[src/sv/pse_pkg.sv]
// ----------------------------------------------------------------------------
// PDF literal string extractor package
// Shared types, character codes and sizing constants for the extractor core.
// ----------------------------------------------------------------------------
package pse_pkg;

    // Nesting depth bound and the width of the depth counter.
    localparam int MAX_NESTING = 255;
    localparam int NEST_W      = $clog2(MAX_NESTING + 1);

    // Most result items that one input item can cause.
    localparam int RES_MAX   = 3;
    localparam int RES_CNT_W = $clog2(RES_MAX + 1);

    // Result queue sizing.
    localparam int Q_DEPTH = 4;
    localparam int Q_PTR_W = $clog2(Q_DEPTH);
    localparam int Q_CNT_W = $clog2(Q_DEPTH + 1);

    // Character codes.
    localparam logic [7:0] CH_BACKSLASH = 8'h5C;
    localparam logic [7:0] CH_LPAREN    = 8'h28;
    localparam logic [7:0] CH_RPAREN    = 8'h29;
    localparam logic [7:0] CH_N         = 8'h6E;
    localparam logic [7:0] CH_R         = 8'h72;
    localparam logic [7:0] CH_T         = 8'h74;
    localparam logic [7:0] CH_ZERO      = 8'h30;
    localparam logic [7:0] CH_SEVEN     = 8'h37;
    localparam logic [7:0] CH_SPACE     = 8'h20;
    localparam logic [7:0] CH_LF        = 8'h0A;
    localparam logic [7:0] CH_CR        = 8'h0D;
    localparam logic [7:0] CH_TAB       = 8'h09;

    // Input item.
    typedef struct packed {
        logic [7:0] in_byte;
        logic       end_of_data;
    } in_t;

    // Result item.
    typedef struct packed {
        logic [7:0] out_byte;
        logic       run_last;
    } out_t;

    // Parser state carried from one input item to the next.
    typedef struct packed {
        logic              inside_string;
        logic [NEST_W-1:0] nest_level;
        logic              escape_pending;
        logic [1:0]        octal_digits_seen;
        logic [7:0]        octal_accum;
        logic              output_started;
        logic              last_was_blank;
        logic              string_has_output;
    } state_t;

endpackage

[src/sv/pse_step.sv]
// ----------------------------------------------------------------------------
// PDF literal string extractor step logic
// Works out the next parser state and up to three result items for one byte.
// ----------------------------------------------------------------------------
module pse_step
    import pse_pkg::*;
(
    input  state_t                      st,
    input  in_t                         item,
    output state_t                      st_next,
    output logic [RES_CNT_W-1:0]        res_cnt,
    output out_t [RES_MAX-1:0]          res
);

    logic [7:0]        c;
    logic              is_oct;
    logic              oct_v;
    logic [7:0]        oct_byte;
    logic              own_v;
    logic [7:0]        own_byte;
    logic              sep_v;
    logic [7:0]        acc_shift;
    logic [NEST_W-1:0] nest_dec;
    logic [RES_CNT_W-1:0] idx;

    assign c      = item.in_byte;
    assign is_oct = (c >= CH_ZERO) && (c <= CH_SEVEN);

    // Decode the byte against the current state.
    always_comb begin
        st_next   = st;
        oct_v     = 1'b0;
        oct_byte  = '0;
        own_v     = 1'b0;
        own_byte  = '0;
        acc_shift = {st.octal_accum[4:0], c[2:0]};
        nest_dec  = (st.nest_level != '0) ? st.nest_level - NEST_W'(1) : st.nest_level;

        priority if (!st.inside_string) begin
            // Outside a string only an opening parenthesis matters.
            if (c == CH_LPAREN) begin
                st_next.inside_string     = 1'b1;
                st_next.nest_level        = NEST_W'(1);
                st_next.string_has_output = 1'b0;
            end
        end else if (st.escape_pending) begin
            // Byte following a backslash.
            st_next.escape_pending = 1'b0;
            priority if (c == CH_N) begin
                own_v    = 1'b1;
                own_byte = CH_LF;
            end else if (c == CH_R) begin
                own_v    = 1'b1;
                own_byte = CH_CR;
            end else if (c == CH_T) begin
                own_v    = 1'b1;
                own_byte = CH_TAB;
            end else if (is_oct) begin
                st_next.octal_accum       = {5'b0, c[2:0]};
                st_next.octal_digits_seen = 2'd1;
            end else begin
                own_v    = 1'b1;
                own_byte = c;
            end
        end else if ((st.octal_digits_seen != 2'd0) && is_oct) begin
            // Further octal digit; the third one completes the byte.
            if (st.octal_digits_seen == 2'd2) begin
                oct_v                     = 1'b1;
                oct_byte                  = acc_shift;
                st_next.octal_digits_seen = 2'd0;
                st_next.octal_accum       = '0;
            end else begin
                st_next.octal_accum       = acc_shift;
                st_next.octal_digits_seen = 2'd2;
            end
        end else begin
            // Any other byte ends an octal run first.
            if (st.octal_digits_seen != 2'd0) begin
                oct_v                     = 1'b1;
                oct_byte                  = st.octal_accum;
                st_next.octal_digits_seen = 2'd0;
                st_next.octal_accum       = '0;
            end
            priority if (c == CH_BACKSLASH) begin
                if (item.end_of_data) begin
                    own_v    = 1'b1;
                    own_byte = c;
                end else begin
                    st_next.escape_pending = 1'b1;
                end
            end else if (c == CH_LPAREN) begin
                if (st.nest_level < NEST_W'(MAX_NESTING)) begin
                    st_next.nest_level = st.nest_level + NEST_W'(1);
                end
                own_v    = 1'b1;
                own_byte = c;
            end else if (c == CH_RPAREN) begin
                st_next.nest_level = nest_dec;
                if (nest_dec == '0) begin
                    st_next.inside_string = 1'b0;
                end else begin
                    own_v    = 1'b1;
                    own_byte = c;
                end
            end else begin
                own_v    = 1'b1;
                own_byte = c;
            end
        end

        // At the end of data a pending octal run is flushed. No other text is
        // produced by the item in that case, so the octal slot is free.
        if (item.end_of_data && (st_next.octal_digits_seen != 2'd0)) begin
            oct_v    = 1'b1;
            oct_byte = st_next.octal_accum;
        end

        // A separator goes before the first text of a string.
        sep_v = (oct_v || own_v) && !st.string_has_output && st.output_started
                && !st.last_was_blank;

        // Output history.
        if (oct_v || own_v) begin
            st_next.string_has_output = 1'b1;
            st_next.output_started    = 1'b1;
        end
        if (own_v) begin
            st_next.last_was_blank = (own_byte == CH_SPACE) || (own_byte == CH_LF);
        end else if (oct_v) begin
            st_next.last_was_blank = (oct_byte == CH_SPACE) || (oct_byte == CH_LF);
        end

        // End of data returns everything to the reset state.
        if (item.end_of_data) begin
            st_next = '0;
        end
    end

    // Pack the result items in order: separator, octal byte, own byte.
    always_comb begin
        res = '0;
        idx = '0;
        if (sep_v) begin
            res[idx].out_byte = CH_SPACE;
            idx = idx + RES_CNT_W'(1);
        end
        if (oct_v) begin
            res[idx].out_byte = oct_byte;
            idx = idx + RES_CNT_W'(1);
        end
        if (own_v) begin
            res[idx].out_byte = own_byte;
            idx = idx + RES_CNT_W'(1);
        end
        for (int k = 0; k < RES_MAX; k++) begin
            res[k].run_last = (RES_CNT_W'(k + 1) == idx);
        end
        res_cnt = idx;
    end

endmodule

[src/sv/pse_result_queue.sv]
// ----------------------------------------------------------------------------
// PDF literal string extractor result queue
// Small register queue that takes up to three result items a cycle and
// presents one a cycle on the result channel while the channel is ready.
// ----------------------------------------------------------------------------
module pse_result_queue
    import pse_pkg::*;
(
    input  logic                 aclk,
    input  logic                 aresetn,
    input  logic [RES_CNT_W-1:0] push_cnt,
    input  out_t [RES_MAX-1:0]   push_data,
    output logic                 room,
    output logic                 m_valid,
    input  logic                 m_ready,
    output out_t                 m_data
);

    out_t                 mem_reg [Q_DEPTH];
    logic [Q_PTR_W-1:0]   wr_ptr_reg;
    logic [Q_PTR_W-1:0]   wr_ptr_next;
    logic [Q_PTR_W-1:0]   rd_ptr_reg;
    logic [Q_PTR_W-1:0]   rd_ptr_next;
    logic [Q_CNT_W-1:0]   count_reg;
    logic [Q_CNT_W-1:0]   count_next;
    logic                 pop;

    // Room for a worst-case burst from one item.
    assign room    = (count_reg <= Q_CNT_W'(Q_DEPTH - RES_MAX));
    assign m_valid = (count_reg != '0);
    assign m_data  = mem_reg[rd_ptr_reg];
    assign pop     = m_valid && m_ready;

    // Pointer and fill count update.
    always_comb begin
        wr_ptr_next = wr_ptr_reg + Q_PTR_W'(push_cnt);
        rd_ptr_next = rd_ptr_reg + Q_PTR_W'(pop);
        count_next  = count_reg + Q_CNT_W'(push_cnt) - Q_CNT_W'(pop);
    end

    always_ff @(posedge aclk) begin
        if (!aresetn) begin
            wr_ptr_reg <= '0;
            rd_ptr_reg <= '0;
            count_reg  <= '0;
        end else begin
            wr_ptr_reg <= wr_ptr_next;
            rd_ptr_reg <= rd_ptr_next;
            count_reg  <= count_next;
        end
    end

    // Result storage; each pushed item lands in its own slot.
    always_ff @(posedge aclk) begin
        for (int k = 0; k < RES_MAX; k++) begin
            if (RES_CNT_W'(k) < push_cnt) begin
                mem_reg[wr_ptr_reg + Q_PTR_W'(k)] <= push_data[k];
            end
        end
    end

endmodule

[src/sv/pdf_literal_string_extractor_core.sv]
// Path: input register, step logic, then the result queue to the result channel.
// Throughput: one input item per cycle while each item gives at most one result;
// an item with more results holds the result channel for each of them in turn,
// and the input side stalls once the four-entry result queue cannot take a burst.
// Reset: synchronous, active low; clears the parser state, the input register
// and the result queue.
// ----------------------------------------------------------------------------
// PDF literal string extractor core
// Extracts the text of literal strings from a document byte stream, with
// escape and octal decoding and separator spaces between strings.
// ----------------------------------------------------------------------------
module pdf_literal_string_extractor_core
    import pse_pkg::*;
(
    input  logic aclk,
    input  logic aresetn,
    input  logic s_valid,
    output logic s_ready,
    input  in_t  s_data,
    output logic m_valid,
    input  logic m_ready,
    output out_t m_data
);

    in_t                  in_reg;
    logic                 in_valid_reg;
    state_t               st_reg;
    state_t               st_next;
    logic [RES_CNT_W-1:0] res_cnt;
    out_t [RES_MAX-1:0]   res;
    logic                 room;
    logic                 consume;
    logic [RES_CNT_W-1:0] push_cnt;

    // The held item is processed once the queue has room for its results.
    assign consume  = in_valid_reg && room;
    assign s_ready  = !in_valid_reg || consume;
    assign push_cnt = consume ? res_cnt : '0;

    // Input register.
    always_ff @(posedge aclk) begin
        if (!aresetn) begin
            in_valid_reg <= 1'b0;
        end else if (s_ready) begin
            in_valid_reg <= s_valid;
        end
    end

    always_ff @(posedge aclk) begin
        if (s_ready && s_valid) begin
            in_reg <= s_data;
        end
    end

    // Parser state register.
    always_ff @(posedge aclk) begin
        if (!aresetn) begin
            st_reg <= '0;
        end else if (consume) begin
            st_reg <= st_next;
        end
    end

    pse_step u_step (
        .st      (st_reg),
        .item    (in_reg),
        .st_next (st_next),
        .res_cnt (res_cnt),
        .res     (res)
    );

    pse_result_queue u_queue (
        .aclk      (aclk),
        .aresetn   (aresetn),
        .push_cnt  (push_cnt),
        .push_data (res),
        .room      (room),
        .m_valid   (m_valid),
        .m_ready   (m_ready),
        .m_data    (m_data)
    );

endmodule

[config.mk]
export PLATFORM = sky130hd
export DESIGN_NAME = pdf_literal_string_extractor_core
export DESIGN_NICKNAME = d
export VERILOG_FILES = /design/src/sv/pse_pkg.sv /design/src/sv/pse_step.sv /design/src/sv/pse_result_queue.sv /design/src/sv/pdf_literal_string_extractor_core.sv
export SDC_FILE = /design/constraint.sdc
export NUM_CORES = 1
export LEC_CHECK = 0
export BUFFER_PORTS_ARGS = -buffer_cell sky130_fd_sc_hd__buf_4
export CORE_MARGIN = 8
export CORE_UTILIZATION = 57
export DETAILED_ROUTE_END_ITERATION = 10
export PLACE_DENSITY = 0.88
export SYNTH_ARGS = -nofsm -noshare
export SYNTH_HDL_FRONTEND = slang
export SYNTH_HIERARCHICAL = 1
export SYNTH_SLANG_ARGS = --single-unit
[constraint.sdc]
create_clock -name aclk -period 4.8 [get_ports aclk]
set_clock_uncertainty 0.1 [all_clocks]
set_input_delay 0.48 -clock aclk [delete_from_list [all_inputs] [get_ports aclk]]
set_output_delay 0.48 -clock aclk [all_outputs]
set_load 0.005 [all_outputs]
# Yosys cells after proc, flatten, opt, wreduce, memory -nomap -nowiden
# Memories as Yosys holds them, arrays and structs flattened. A register that Yosys moved wholly into a read port is not among the register bits.
# Cells that the tools add are included.
# word_totals
register_bits	40
latch_bits	0
ramBits	36
romBits	0
input_bits	13
out_inout_bits	11
elab_cells	173
mem_count	1
# classes
n_addsub	10
multipliers	0
n_div	0
n_lt_le_gt_ge	11
eq_ne	19
n_shift	0
muxes	84
bitwise_logic	0
reduce_logical	34
# mem_list
memory	words	word_bits	read_ports	rd_clocked_by_memory_dff	write_ports	line_no	rtl
u_queue.mem_reg	4	9	1	1	3	pse_result_queue.sv:19	out_t mem_reg [Q_DEPTH];
# ops
operator	count
8-bit two-way mux	21
10-bit two-way mux	8
9-bit two-way mux	7
27-bit bitwise mux	2
27-bit two-way mux	2
9-bit demux with 2-bit select	2
1-bit two-way mux	34
8-bit by 6-bit equality test with 1-bit output, second input constant	4
8-bit by 7-bit equality test with 1-bit output, second input constant	4
23-bit two-way mux	1
11-bit two-way mux	2
8-bit by 4-bit equality test with 1-bit output, second input constant	2
3-bit nonzero test	4
1-bit logical AND	11
3-bit inequality test, second input constant	3
8-bit by 1-bit adder with 8-bit output, second input constant	1
8-bit by 6-bit >= comparator with 1-bit output, second input constant	1
8-bit by 6-bit less-or-equal comparator with 1-bit output, second input constant	1
8-bit zero test	1
8-bit < comparator, second input constant	1
2-bit two-way mux	4
2-bit nonzero test	4
8-bit nonzero test	1
8-bit by 1-bit subtractor with 8-bit output, second input constant	1
other kinds (26)	36

# Logic depth before layout (Yosys ltp)
# logic_depth
word_depth	26
depth_mapped	23
depth_no_buf	20

# Modules after synthesis
# The synthesis kept the hierarchy.
# modules_own_cells
mod	n_inst	cells_each	area_per_inst_um2	seq_area_each_um2
pse_result_queue	1	261	2580.0	1221.2
pse_step	1	354	2153.3	0.0
pdf_literal_string_extractor_core	1	122	1323.8	750.7

# Worst setup path before layout
# Ideal clock, no wire load.
# synth_path
path_type	reg-to-reg
start	register st_reg[14] in the netlist's numbering
end	memory u_queue/mem_reg[2][0] in the netlist's numbering (enable)
setup_ps	390
t_arrival_ps	4437
required_time_ps	4310
setup_slack_ps	-127
path_stages_with_launch	18
n_path_buf	2
period_less_slack_ps	4927
path_cell_list	dfxtp_1 > inv_1 > ha_1 > or4b_1 > a2111o_1 > a2111o_1 > o21a_1 > o21a_1 > buf_6 > o21ai_1 > ha_1 > xnor2_2 > clkinv_1 > and3_1 > buf_2 > o21a_1 > nor2_1 > a211oi_1
# synth_rtl
item	line_no	rtl
start: declaration	pdf_literal_string_extractor_core.sv:27	state_t st_reg;
start signal: assignment	pdf_literal_string_extractor_core.sv:60	st_reg <= st_next;
end: declaration	pse_result_queue.sv:19	

# Worst setup path in the final report
# layout_path
start	register st_reg[14] in the netlist's numbering
end	register u_queue.count_reg[2]
# layout_via
elab_chain_len	22
word_cells_on_any_way	23
classes_between	5 x add/sub; 12 x mux; 6 x reduce/logical
# layout_lines
item	line_no	rtl
8-bit by 1-bit subtractor with 8-bit output or 8-bit nonzero test (tied branches)	pse_step.sv:37	nest_dec = (st.nest_level != '0) ? st.nest_level - NEST_W'(1) : st.nest_level;
8-bit two-way mux (*)	pse_step.sv:37	
8-bit zero test (*)	pse_step.sv:99	if (nest_dec == '0) begin
1-bit two-way mux (*)	pse_step.sv:99	
1-bit two-way mux (*)	pse_step.sv:97	end else if (c == CH_RPAREN) begin
1-bit two-way mux (*)	pse_step.sv:91	end else if (c == CH_LPAREN) begin
1-bit two-way mux (*)	pse_step.sv:84	priority if (c == CH_BACKSLASH) begin
1-bit two-way mux (*)	pse_step.sv:65	end else if ((st.octal_digits_seen != 2'd0) && is_oct) begin
(+8 left out)	--	
2-bit two-way mux	pse_step.sv:147	if (oct_v) begin
2-bit by 1-bit adder with 2-bit output	pse_step.sv:153	idx = idx + RES_CNT_W'(1);
2-bit two-way mux (*)	pse_step.sv:151	if (own_v) begin
net res_cnt[1]	pdf_literal_string_extractor_core.sv:29	logic [RES_CNT_W-1:0] res_cnt;
2-bit two-way mux (*)	pdf_literal_string_extractor_core.sv:38	assign push_cnt = consume ? res_cnt : '0;
net push_cnt[1]	pdf_literal_string_extractor_core.sv:33	logic [RES_CNT_W-1:0] push_cnt;
3-bit by 2-bit adder with 3-bit output (*)	pse_result_queue.sv:38	count_next = count_reg + Q_CNT_W'(push_cnt) - Q_CNT_W'(pop);
3-bit by 1-bit subtractor with 3-bit output (*)	pse_result_queue.sv:38	
end signal: assignment	pse_result_queue.sv:49	count_reg <= count_next;
end: declaration	pse_result_queue.sv:24	logic [Q_CNT_W-1:0] count_reg;
# The timed path passes the listed nets; every way through them passes the cells marked *.
# A chain may end at the register's enable or synchronous reset.

==> impl_metrics.tcl <==
set metrics [dict create \
    setup_viol 0 \
    synth.avg_cell_area_sq_um 8.22 \
    cts_tree "yes" \
    ys_ff_latch 76 \
    grt_usage_pct 22.7 \
    hold_class "in -> reg" \
    clk_latency_ps 370 \
    post_synth_mux_area_share_pct 3.92 \
    yosys_most_used_dff "sky130_fd_sc_hd__edfxtp_1" \
    post-route-min-period_ps 4620 \
    post-route-drc-count 0 \
    largest_driver_fanout_on_the_critical_path 4 \
    clock_path_buffers 2 \
    worst_pin_slew_ps 924 \
    power_frac_seq_pct 49.4 \
    synthToLayoutAreaGrowth_pct 8.66 \
    synthesis.instances 737 \
    synth-adder-area-share_pct 2.40 \
    final_tns_setup_ps 0 \
    timing.rr.end "u_queue/count_reg[2]" \
    ant_nets 0 \
    antenna_found_initial 0 \
    htree_num_levels 3 \
    port_buffers 23 \
    clock.fmax_ghz 0.216 \
    antennaDiodeCount 0 \
    average_detailed_routed_wire_length_per_instance_um 18.5 \
    num_io_pins 24 \
    power_density_nw_per_um2 233 \
    clock_power_share_pct 34.1 \
    initial_core_util_pct 58.7 \
    critPathCaptureType "flip-flop" \
    grt_pass1_wl_um 26800 \
    cts.sink_count 76 \
    grt-ovfl-total 0 \
    largest_net_degree_at_the_start_of_global_routing 55 \
    yosysTopAreaCell "sky130_fd_sc_hd__edfxtp_1" \
    via_count_of_the_first_global_routing_pass 5431 \
    synth.lib_cells_used.distinct 92 \
    synth_enable_flop_cells 45 \
    die_height_um 119 \
    timing.critical_path.from_type "flip-flop" \
    compound_gate_portion_of_the_synthesized_area_pct 24.3 \
    slew_headroom_pct 38.2 \
    maxSlewViolCount 0 \
    postSynthNetCount 761 \
    fin_worst_hold_slack_ps 182 \
    cap_violations 0 \
    post_synth_xor_area_fraction_pct 1.57 \
    cts_root_buf "sky130_fd_sc_hd__clkbuf_8" \
    detailedPlacementHpwl_um 12000 \
    fraction_of_post_synthesis_cell_area_in_the_top_cell_type_by_area_pct 22.3 \
    largest_register_ffs 36 \
    floorplan.core_area_sq_um 10300 \
    cts-hold-fix-buffers 0 \
    vias 5886 \
    final.period_utilization_pct 96.3 \
    power.internal_w 0.00108 \
    path_clk_slew_ps 90 \
    synthesis.area_sq_um 6060 \
    total_leakage_power_nw 2.46 \
    sw_frac_of_total_pct 29.4 \
    gp_congestion 0.947 \
    p_comb_share_pct 16.6 \
    synthesis.yosys.warnings 6 \
    run_status "complete, no violations" \
    numCtsBuffers 9 \
    die_area_sq_um 14200 \
    rsz0062_at_grt "false" \
    drt_iter0_drc 557 \
    ff2ff_setup_slack_ps 180 \
    worst_setup_path_endpoint "u_queue/count_reg[2]" \
    yosys.area_share.simple_pct 28.3 \
    viasPerCell 6.61 \
    vdd_drop_max_mv 0.202 \
    rows 37 \
    drt_pre_antenna_iters 5 \
    crit_arrival_ps 4790 \
    post_synth_main_area_contributors "sky130_fd_sc_hd__edfxtp_1 22%, sky130_fd_sc_hd__dfxtp_1 10%, sky130_fd_sc_hd__nand2_1 7.5%, sky130_fd_sc_hd__nor2_1 5.9%, sky130_fd_sc_hd__a31oi_1 4.2%" \
    drive_above_1_share_pct 16.4 \
    drt-total-wl_um 16500 \
    largest_family_of_logic_cells_by_synthesized_area "simple AND/OR/NAND/NOR gates" \
    async_flop_share_pct 0 \
    dieWidth_um 119 \
    crit_path_start "st_reg[14]" \
    netSwitchingPower_w 0.000450 \
    synth-seq-area-share_pct 32.6 \
    fin_nets 774 \
    cp_data_required_time_ps 4960 \
    crit-reg2reg-launch "st_reg[14]" \
    worstSetupPathType "reg -> reg" \
    r2r_cells 20 \
    hold_violations 0 \
]
==> metal layers <==
metal  wire length, um  GRT usage (%)  vias up
li1                  -              -     2774
met1              6890           28.0     2793
met2              7970           37.9      275
met3              1180           3.68       44
met4               473           11.2        0
met5                 0              0        -
==> placed cells by master (no fill, tap or decap), types with 3 or more instances in the layout <==
master and count:
sky130_fd_sc_hd__a2111oi_0 3, sky130_fd_sc_hd__a211oi_1 6, sky130_fd_sc_hd__a21oi_1 25, sky130_fd_sc_hd__a221oi_1 3
sky130_fd_sc_hd__a22o_1 7, sky130_fd_sc_hd__a22oi_1 3, sky130_fd_sc_hd__a31oi_1 41, sky130_fd_sc_hd__a32oi_1 6
sky130_fd_sc_hd__a41o_1 3, sky130_fd_sc_hd__and2_1 10, sky130_fd_sc_hd__and3_1 4, sky130_fd_sc_hd__and3b_1 3
sky130_fd_sc_hd__buf_4 56, sky130_fd_sc_hd__clkbuf_8 9, sky130_fd_sc_hd__dfxtp_1 31, sky130_fd_sc_hd__edfxtp_1 45
sky130_fd_sc_hd__ha_1 10, sky130_fd_sc_hd__inv_1 19, sky130_fd_sc_hd__mux4_2 9, sky130_fd_sc_hd__nand2_1 121
sky130_fd_sc_hd__nand2b_1 6, sky130_fd_sc_hd__nand3_1 11, sky130_fd_sc_hd__nand4_1 29, sky130_fd_sc_hd__nand4b_1 3
sky130_fd_sc_hd__nor2_1 96, sky130_fd_sc_hd__nor2b_1 13, sky130_fd_sc_hd__nor3_1 17, sky130_fd_sc_hd__o2111ai_1 3
sky130_fd_sc_hd__o211ai_1 3, sky130_fd_sc_hd__o21a_1 6, sky130_fd_sc_hd__o21ai_0 22, sky130_fd_sc_hd__o21ai_1 4
sky130_fd_sc_hd__o21ai_2 21, sky130_fd_sc_hd__o22ai_1 10, sky130_fd_sc_hd__o31ai_1 3, sky130_fd_sc_hd__or2_2 3
sky130_fd_sc_hd__or3_1 6, sky130_fd_sc_hd__xnor2_1 7
==> timing repair <==
action | in CTS | in global routing
endpoints found under the hold margin | 0 | 0
buffers inserted | 0 | 5
setup endpoints to repair | 0 | 39
gates resized for setup | 0 | 5
==> cell usage after synthesis (11+ instances only) <==
master,count
sky130_fd_sc_hd__nor3_1,17
sky130_fd_sc_hd__clkbuf_1,20
sky130_fd_sc_hd__dfxtp_1,31
sky130_fd_sc_hd__o21ai_0,22
sky130_fd_sc_hd__inv_1,19
sky130_fd_sc_hd__nand3_1,11
sky130_fd_sc_hd__edfxtp_1,45
sky130_fd_sc_hd__nand2_1,121
sky130_fd_sc_hd__nor2_1,96
sky130_fd_sc_hd__a21oi_1,25
sky130_fd_sc_hd__nand4_1,29
sky130_fd_sc_hd__o21ai_2,20
sky130_fd_sc_hd__a31oi_1,41
sky130_fd_sc_hd__buf_2,17
sky130_fd_sc_hd__nor2b_1,13
==> through the flow <==
stage	instances	total power, W	setup slack [ps]	utilization [%]	area (sq um)
detailed placement	870	0.00103	76.5	60.9	6290
global placement	870	0.00102	279	60.9	6290
CTS	886	0.00154	0.716	62.9	6500
finish	891	0.00153	177	63.7	6580
global route	891	0.00159	22.2	63.7	6580
floorplan	737	0.000971	13.5	-	6070
==> area by class of cell <==
cell class | count | area, sq um
Fill cell | 869 | 3740
Multi-Input combinational cell | 585 | 3710
Sequential cell | 76 | 1970
Timing Repair Buffer | 57 | 440
Tap cell | 136 | 170
Clock buffer | 11 | 153
Inverter | 21 | 78.8
Clock inverter | 5 | 57.6
==> cells by family after synthesis <==
kind of cell | after synthesis
adder cells (fa/ha/maj) | 11
XOR/XNOR | 10
AND/OR/NAND/NOR | 347
buffers and inverters | 76
multiplexers | 12
flip-flops | 76
AO/OA/AOI/OAI | 205
==> worst max-delay path: stages (launching register included) <==
cell and delay (ps):
sky130_fd_sc_hd__dfxtp_1 320, sky130_fd_sc_hd__inv_1 100, sky130_fd_sc_hd__ha_1 200, sky130_fd_sc_hd__or4b_1 480
sky130_fd_sc_hd__a2111o_1 410, sky130_fd_sc_hd__a2111o_1 420, sky130_fd_sc_hd__o21a_1 220, sky130_fd_sc_hd__o21a_1 200
sky130_fd_sc_hd__o21ai_2 200, sky130_fd_sc_hd__inv_1 100, sky130_fd_sc_hd__ha_1 190, sky130_fd_sc_hd__inv_1 60
sky130_fd_sc_hd__mux2_4 160, sky130_fd_sc_hd__inv_2 30, sky130_fd_sc_hd__and3_1 180, sky130_fd_sc_hd__inv_1 60
sky130_fd_sc_hd__ha_1 240, sky130_fd_sc_hd__fa_1 430, sky130_fd_sc_hd__xor2_1 160, sky130_fd_sc_hd__xnor2_1 120
sky130_fd_sc_hd__and2_1 150
==> power by group through the flow <==
stage | Clock (W) | Combinational (W) | Sequential (W)
finish | 0.000521 | 0.000254 | 0.000756
CTS | 0.000532 | 0.000253 | 0.000757
detailed placement | 0 | 0.000254 | 0.000772
floorplan | 0 | 0.000234 | 0.000737
global route | 0.000553 | 0.000278 | 0.000762
global placement | 0 | 0.000249 | 0.000768
==> how the worst min path moves through the flow <==
stage	startpoint	to	cells after the start
finish	s_data[5]	in_reg[5]	1
global route	s_data[4]	in_reg[4]	1
CTS	s_data[4]	in_reg[4]	1
detailed placement	st_reg[2]	st_reg[2]	2
global placement	st_reg[2]	st_reg[2]	2
floorplan	st_reg[2]	st_reg[2]	2
Note: power is estimated with default switching activity, not from simulation.
